### src/rtl/imt_pkg.sv
package imt_pkg;

  // Default table size and the largest size the design supports.
  localparam int TableEntriesDef = 16;
  localparam int TableEntriesMax = 64;

  // Width of a snapshot count, enough for the largest table.
  localparam int LimW = $clog2(TableEntriesMax + 1);

  // Microseconds per second, and the first magnitude whose quotient saturates.
  localparam logic [51:0] UsecPerSec = 52'd1000000;
  localparam logic [63:0] SatLimit   = 64'd2147483648000000;

  // Reciprocal of one second, floor(2^51 / 1000000). For a dividend below 2^51
  // the scaled product is at most one below the true quotient.
  localparam logic [31:0] RecipSec = 32'd2251799813;

  // Operation codes carried by an input item.
  typedef enum logic [2:0] {
    OP_LEARN      = 3'd0,
    OP_LOOKUP_IP  = 3'd1,
    OP_LOOKUP_MAC = 3'd2,
    OP_AGE        = 3'd3,
    OP_CLEAR      = 3'd4,
    OP_SNAPSHOT   = 3'd5
  } op_e;

  // A classified command as it waits in the queue.
  typedef struct packed {
    op_e              op;
    logic             skip;
    logic [31:0]      ip;
    logic [47:0]      mac;
    logic [31:0]      ttl;
    logic [62:0]      now;
    logic [LimW-1:0]  lim;
  } cmd_t;

  // Queue status seen by the back end.
  typedef struct packed {
    logic empty;
    cmd_t head;
  } q_stat_t;

  // Execution states of the back end.
  typedef enum logic [2:0] {
    S_IDLE,
    S_MUL,
    S_ADD,
    S_RD,
    S_EV,
    S_DIV,
    S_WR,
    S_DONE
  } state_e;

endpackage

### src/rtl/imt_front.sv
module imt_front #(
  parameter int TableEntries = imt_pkg::TableEntriesDef
) (
  input  logic             clk_i,
  input  logic             rst_ni,
  input  logic             start_i,
  output logic             busy_o,
  input  logic [2:0]       opcode_i,
  input  logic [31:0]      ip_addr_i,
  input  logic [47:0]      mac_addr_i,
  input  logic [31:0]      ttl_seconds_i,
  input  logic [62:0]      now_us_i,
  input  logic [4:0]       max_count_i,
  input  logic             pop_i,
  output imt_pkg::q_stat_t q_stat_o
);

  imt_pkg::cmd_t cmd_in;
  imt_pkg::cmd_t slot_q [2];
  logic          wr_ptr_q, wr_ptr_d;
  logic          rd_ptr_q, rd_ptr_d;
  logic [1:0]    cnt_q, cnt_d;
  logic          push;

  // Classify the incoming item: skip a learn with a zero address, clamp the count.
  always_comb begin
    cmd_in.op   = imt_pkg::op_e'(opcode_i);
    cmd_in.skip = (ip_addr_i == 32'd0) || (mac_addr_i == 48'd0);
    cmd_in.ip   = ip_addr_i;
    cmd_in.mac  = mac_addr_i;
    cmd_in.ttl  = ttl_seconds_i;
    cmd_in.now  = now_us_i;
    if (32'(max_count_i) > 32'(TableEntries)) begin
      cmd_in.lim = imt_pkg::LimW'(TableEntries);
    end else begin
      cmd_in.lim = imt_pkg::LimW'(max_count_i);
    end
  end

  assign busy_o = cnt_q[1];
  assign push   = start_i && !busy_o;

  // Pointer and fill count of the two-entry queue.
  always_comb begin
    wr_ptr_d = push ? !wr_ptr_q : wr_ptr_q;
    rd_ptr_d = pop_i ? !rd_ptr_q : rd_ptr_q;
    cnt_d    = cnt_q + {1'b0, push} - {1'b0, pop_i};
  end

  always_ff @(posedge clk_i or negedge rst_ni) begin
    if (!rst_ni) begin
      wr_ptr_q <= 1'b0;
      rd_ptr_q <= 1'b0;
      cnt_q    <= 2'd0;
    end else begin
      wr_ptr_q <= wr_ptr_d;
      rd_ptr_q <= rd_ptr_d;
      cnt_q    <= cnt_d;
    end
  end

  // Queue storage holds payload only.
  always_ff @(posedge clk_i) begin
    if (push) begin
      slot_q[wr_ptr_q] <= cmd_in;
    end
  end

  assign q_stat_o.empty = (cnt_q == 2'd0);
  assign q_stat_o.head  = slot_q[rd_ptr_q];

endmodule

### config.mk
export PLATFORM = sky130hd
export DESIGN_NAME = imt_front
export DESIGN_NICKNAME = d
export VERILOG_FILES = /design/src/rtl/imt_pkg.sv /design/src/rtl/imt_front.sv
export SDC_FILE = /design/constraint.sdc
export NUM_CORES = 1
export LEC_CHECK = 0
export CORE_ASPECT_RATIO = 0.75
export CORE_MARGIN = 4
export CORE_UTILIZATION = 40
export CTS_CLUSTER_SIZE = 25
export DETAILED_ROUTE_END_ITERATION = 10
export DONT_BUFFER_PORTS = 1
export GPL_ROUTABILITY_DRIVEN = 0
export HOLD_SLACK_MARGIN = 0.06
export PLACE_DENSITY = 0.66
export SLEW_MARGIN = 10
export SYNTH_ARGS = -nofsm -noshare
export SYNTH_HDL_FRONTEND = slang
export SYNTH_SLANG_ARGS = --single-unit
### constraint.sdc
create_clock -name clk_i -period 9 [get_ports clk_i]
set_input_delay 1.8 -clock clk_i [delete_from_list [all_inputs] [get_ports clk_i]]
set_output_delay 1.8 -clock clk_i [all_outputs]
set_load 0.005 [all_outputs]
# Word level (Yosys, flattened, before mapping)
# Memories as Yosys holds them, arrays and structs flattened.
# Index checks and enable logic that the tools add are counted.
# totals
out_inout_bits,188
memories,1
wordCells,18
regBits,4
mem_bits_rw,368
# op_classes
n_reduce_logical,8
add_sub_neg,2
n_mux,3
n_lt_le_gt_ge,1
# mem_list
name,depth,width,rd,rd_clocked_by_memory_dff,wr,line,source
slot_q,2,184,1,0,1,imt_front.sv:19,imt_pkg::cmd_t slot_q [2];
# ops
operator,n
48-bit zero test,1
32-bit zero test,1
5-bit > comparator (second input constant),1
5-bit 2-to-1 mux,1
1-bit zero test,3
2-bit by 1-bit adder with 2-bit output,1
2-bit zero test,1
1-bit 2-to-1 mux,2
2-bit by 1-bit subtractor with 2-bit output,1
1-bit logical AND,1
1-bit logical OR,1

# Longest topological paths before layout
# logic_depth
depth_word,4
mapped_depth,6
mapped_depth_nobuf,6

# Least setup slack after synthesis
# No wires, ideal clock.
# synth_path
path_kind,input -> register
from,input start_i
to,"memory slot_q[0][0] in the netlist's numbering, enable pin"
required_ns,8.269
stages,2
arrival_ns,9.551
setup_slack_ns,-1.282
setup_ns,0.731
path_cell_list,nand2b_1 nor2_1
# synth_between
elab_chain_cells,3
# synth_rtl
element,line,source
from (decl),imt_front.sv:6,"input logic start_i,"
1-bit logical AND,imt_front.sv:41,assign push = start_i && !busy_o;
1-bit 2-to-1 mux,imt_front.sv:64,if (push) begin
1-bit 2-to-1 mux (implied by the code),imt_front.sv:65,slot_q[wr_ptr_q] <= cmd_in;
to (decl),imt_front.sv:19,
# No other way between the ends.

==> reports/results.tsv <==
stage	metric	value	unit
flow_run	drv_cap	0	
power_and_ir_drop	leakage	5.43	nW
critical_path	slowest_delay	1010	ps
critical_path	path_max_fanout	65	
timing	max_slew_margin	19.6	%
final_layout	fin_nets	835	
timing	drv_slew	0	
final_layout	final.fill_count	2885	
placement	portBuffers	0	
timing	tightest_slew	1210	ps
drt	drc	0	
synth	ys_async_sr_fraction	1.08	%
timing	rsz0062_at_grt	false	
status	outcome	complete, no violations	
die	die_w	226	um
drt	drtIter0Drc	313	
critical_path	critPathTopFamily	flip-flops	
final_layout	layout-drive-gt1-share	35.8	%
die	die_area	38900	um^2
synth	synth_edf_count	368	
clock_network	root_buffer	clkbuf_16	
timing	period_share	53.9	%
synth	avgSynthCellArea	23.0	um^2
clock_network	cts_tree	yes	
synth	synth_top_family_by_area	multiplexers	
synth	synth-seq-cells	372	
drt	routed_via_density	5.10	
global_routing	overflow	0	
critical_path	endpoint_kind	output port	
critical_path	cp.required	7200	ps
clock_network	post_cts_buffers	0	
die	dieHeight	172	um
power_and_ir_drop	power_density	315	nW/um^2
clock_network	ctsHoldBuffers	0	
clock_network	insertion_delay	500	ps
die	core_region_area	35000	um^2
critical_path	startpoint_type	flip-flop	
drt	ant_nets	0	
timing	fin_crit	4850	ps
drt	wl	27600	um
global_routing	grt_start_max_net_pins	78	
critical_path	critical_path_class	reg -> out	
synth	synth_ff_type	edfxtp_1	
timing	hold_slack	518	ps
global_routing	grt_usage	13.2	%
die	io_pins	375	
critical_path	path_buf_inv	1	
synth	seq_area_frac_synth	78.0	%
critical_path	cp_cell_sequence	buf_4 > mux2_2	
synth	yosysTopAreaCell	edfxtp_1	
timing	clock.fmax	206	MHz
critical_path	cp_data_arrival_time	3050	ps
die	rows	59	
critical_path	slowest_stage	dfrtp_4	
synth	synth_common_cells	edfxtp_1 (368), mux2_4 (150), mux2_2 (34), nor4_1 (20), buf_6 (18)	
synth	synth_compound_area_share	0.0612	%
synth	synth_most_common_cell	edfxtp_1	
clock_network	cts-buffers-inserted	36	
min_path	worstHoldPathType	reg -> reg	
synth	netlist_area	14300	um^2
synth	synth_fa_ha_area_share	0.175	%
die	start_util	40.9	%
clock_network	ctsLongestPathBuffers	3	
synth	synthDominantCellAreaShare	77.3	%
timing	hold_viol	0	
final_layout	regArea	11200	um^2
synth	yosysWarnings	0	
synth	synth.distinct_cells	19	
synth	synth-simple-area-share	1.39	%
drt	wire_per_inst	24.5	um
placement	hpwl	19400	um
synth	synth-xor-area-share	0.245	%
global_routing	grt_pass1_vias	6113	
timing	finalClockSkew	7.87	ps
synth	synth_mux_area_share	18.4	%
clock_network	htreeDepth	2	
global_routing	grt_pass1_wl	38600	um
synth	synthTopCellsByArea	edfxtp_1 (77%), mux2_4 (16%), mux2_2 (2.7%), buf_6 (1.4%), nor4_1 (0.87%)	
synth	syn_inst	623	
final_layout	areaGrowthSynthToFinish	10.6	%
drt	firstDrtPassIters	4	
power_and_ir_drop	peakVddDrop	203	uV
timing	setup_viol	0	
clock_network	cts_sinks	372	
clock_network	clk_pin_slew_worst_paths	60	ps
final_layout	multiInputGateArea	2930	um^2
global_routing	antenna_found_initial	0	
final_layout	antenna_cells	0	
drt	dr_total_vias	5744	
power_and_ir_drop	finalPower	4.99	mW
clock_network	cts_resized	0	
final timing paths:
path / from / endpoint / slack (ps) / cells past startpoint
worst max-delay path: rd_ptr_q / q_stat_o[8] / 4150 / 2
worst min-delay path: cnt_q[0] / cnt_q[0] / 520 / 1
worst max register to register: cnt_q[1] / slot_q[0][84] / 6060 / 4
worst min register to register: cnt_q[0] / cnt_q[0] / 520 / 1
max in group asynchronous: rst_ni / rd_ptr_q / 7940 / 0
min in group asynchronous: rst_ni / cnt_q[1] / 990 / 0
power breakdown:
group | leakage [nW] | internal (mW) | switching [mW]
combinational | 1.48 | 0.596 | 0.572
clock | 0.526 | 0.825 | 0.582
sequential | 3.43 | 2.28 | 0.136
flip-flops by register name (all words and copies together), names as in the netlist:
register and cells:
slot_q 368, cnt_q 2, rd_ptr_q 1, wr_ptr_q 1
kinds of logic after synthesis:
| logic type | Yosys count |
|---|---|
| flip-flops | 372 |
| multiplexers | 184 |
| AND/OR/NAND/NOR | 33 |
| buffers and inverters | 26 |
| XOR/XNOR | 4 |
| adder cells (fa/ha/maj) | 2 |
| other | 1 |
| AO/OA/AOI/OAI | 1 |
per-stage QoR:
stage	setup slack [ps]	cell area, um^2	util (%)	TNS, ps	std cells
floorplan	-1280	14300	-	-471950	624
global placement	4730	14700	42.1	0	1065
detailed placement	4660	14700	42.1	0	1065
CTS	4100	15800	45.2	0	1127
global route	3970	15800	45.2	0	1127
finish	4150	15800	45.2	0	1127
worst reg2reg max path, delay by kind of cell, from the launching register on:
family,cells,cell delay [ps]
buffers and inverters,2,1260
DFF,1,430
and+or+nand+nor,2,750
cell usage in the layout, fill, tap and decap left out, drive strengths merged, types with 3 or more instances in the layout:
master | synthesis | routed
buf | 23 | 8
clkbuf | 1 | 48
clkinv | 0 | 9
clkinvlp | 0 | 3
dfrtp | 4 | 4
edfxtp | 368 | 368
mux2 | 184 | 184
nand4 | 5 | 5
nor2 | 3 | 3
nor2b | 4 | 4
nor4 | 20 | 20
xnor2 | 3 | 3
layer usage:
layer	GRT usage (%)	vias up	routed length, um
met5	0	-	0
met1	14.4	2881	9760
met4	6.14	0	1150
met3	6.18	54	3100
met2	22.1	271	13600
li1	-	2538	-
cell type report:
type	count	area share, %
sequential	372	70.5
multi-input combinational	226	18.5
tap	457	3.61
timing repair buffer	8	0.380
inverter	2	0.0474
clock buffer	48	6.24
clock inverter	14	0.743
Power figures use the tool's default switching activity.
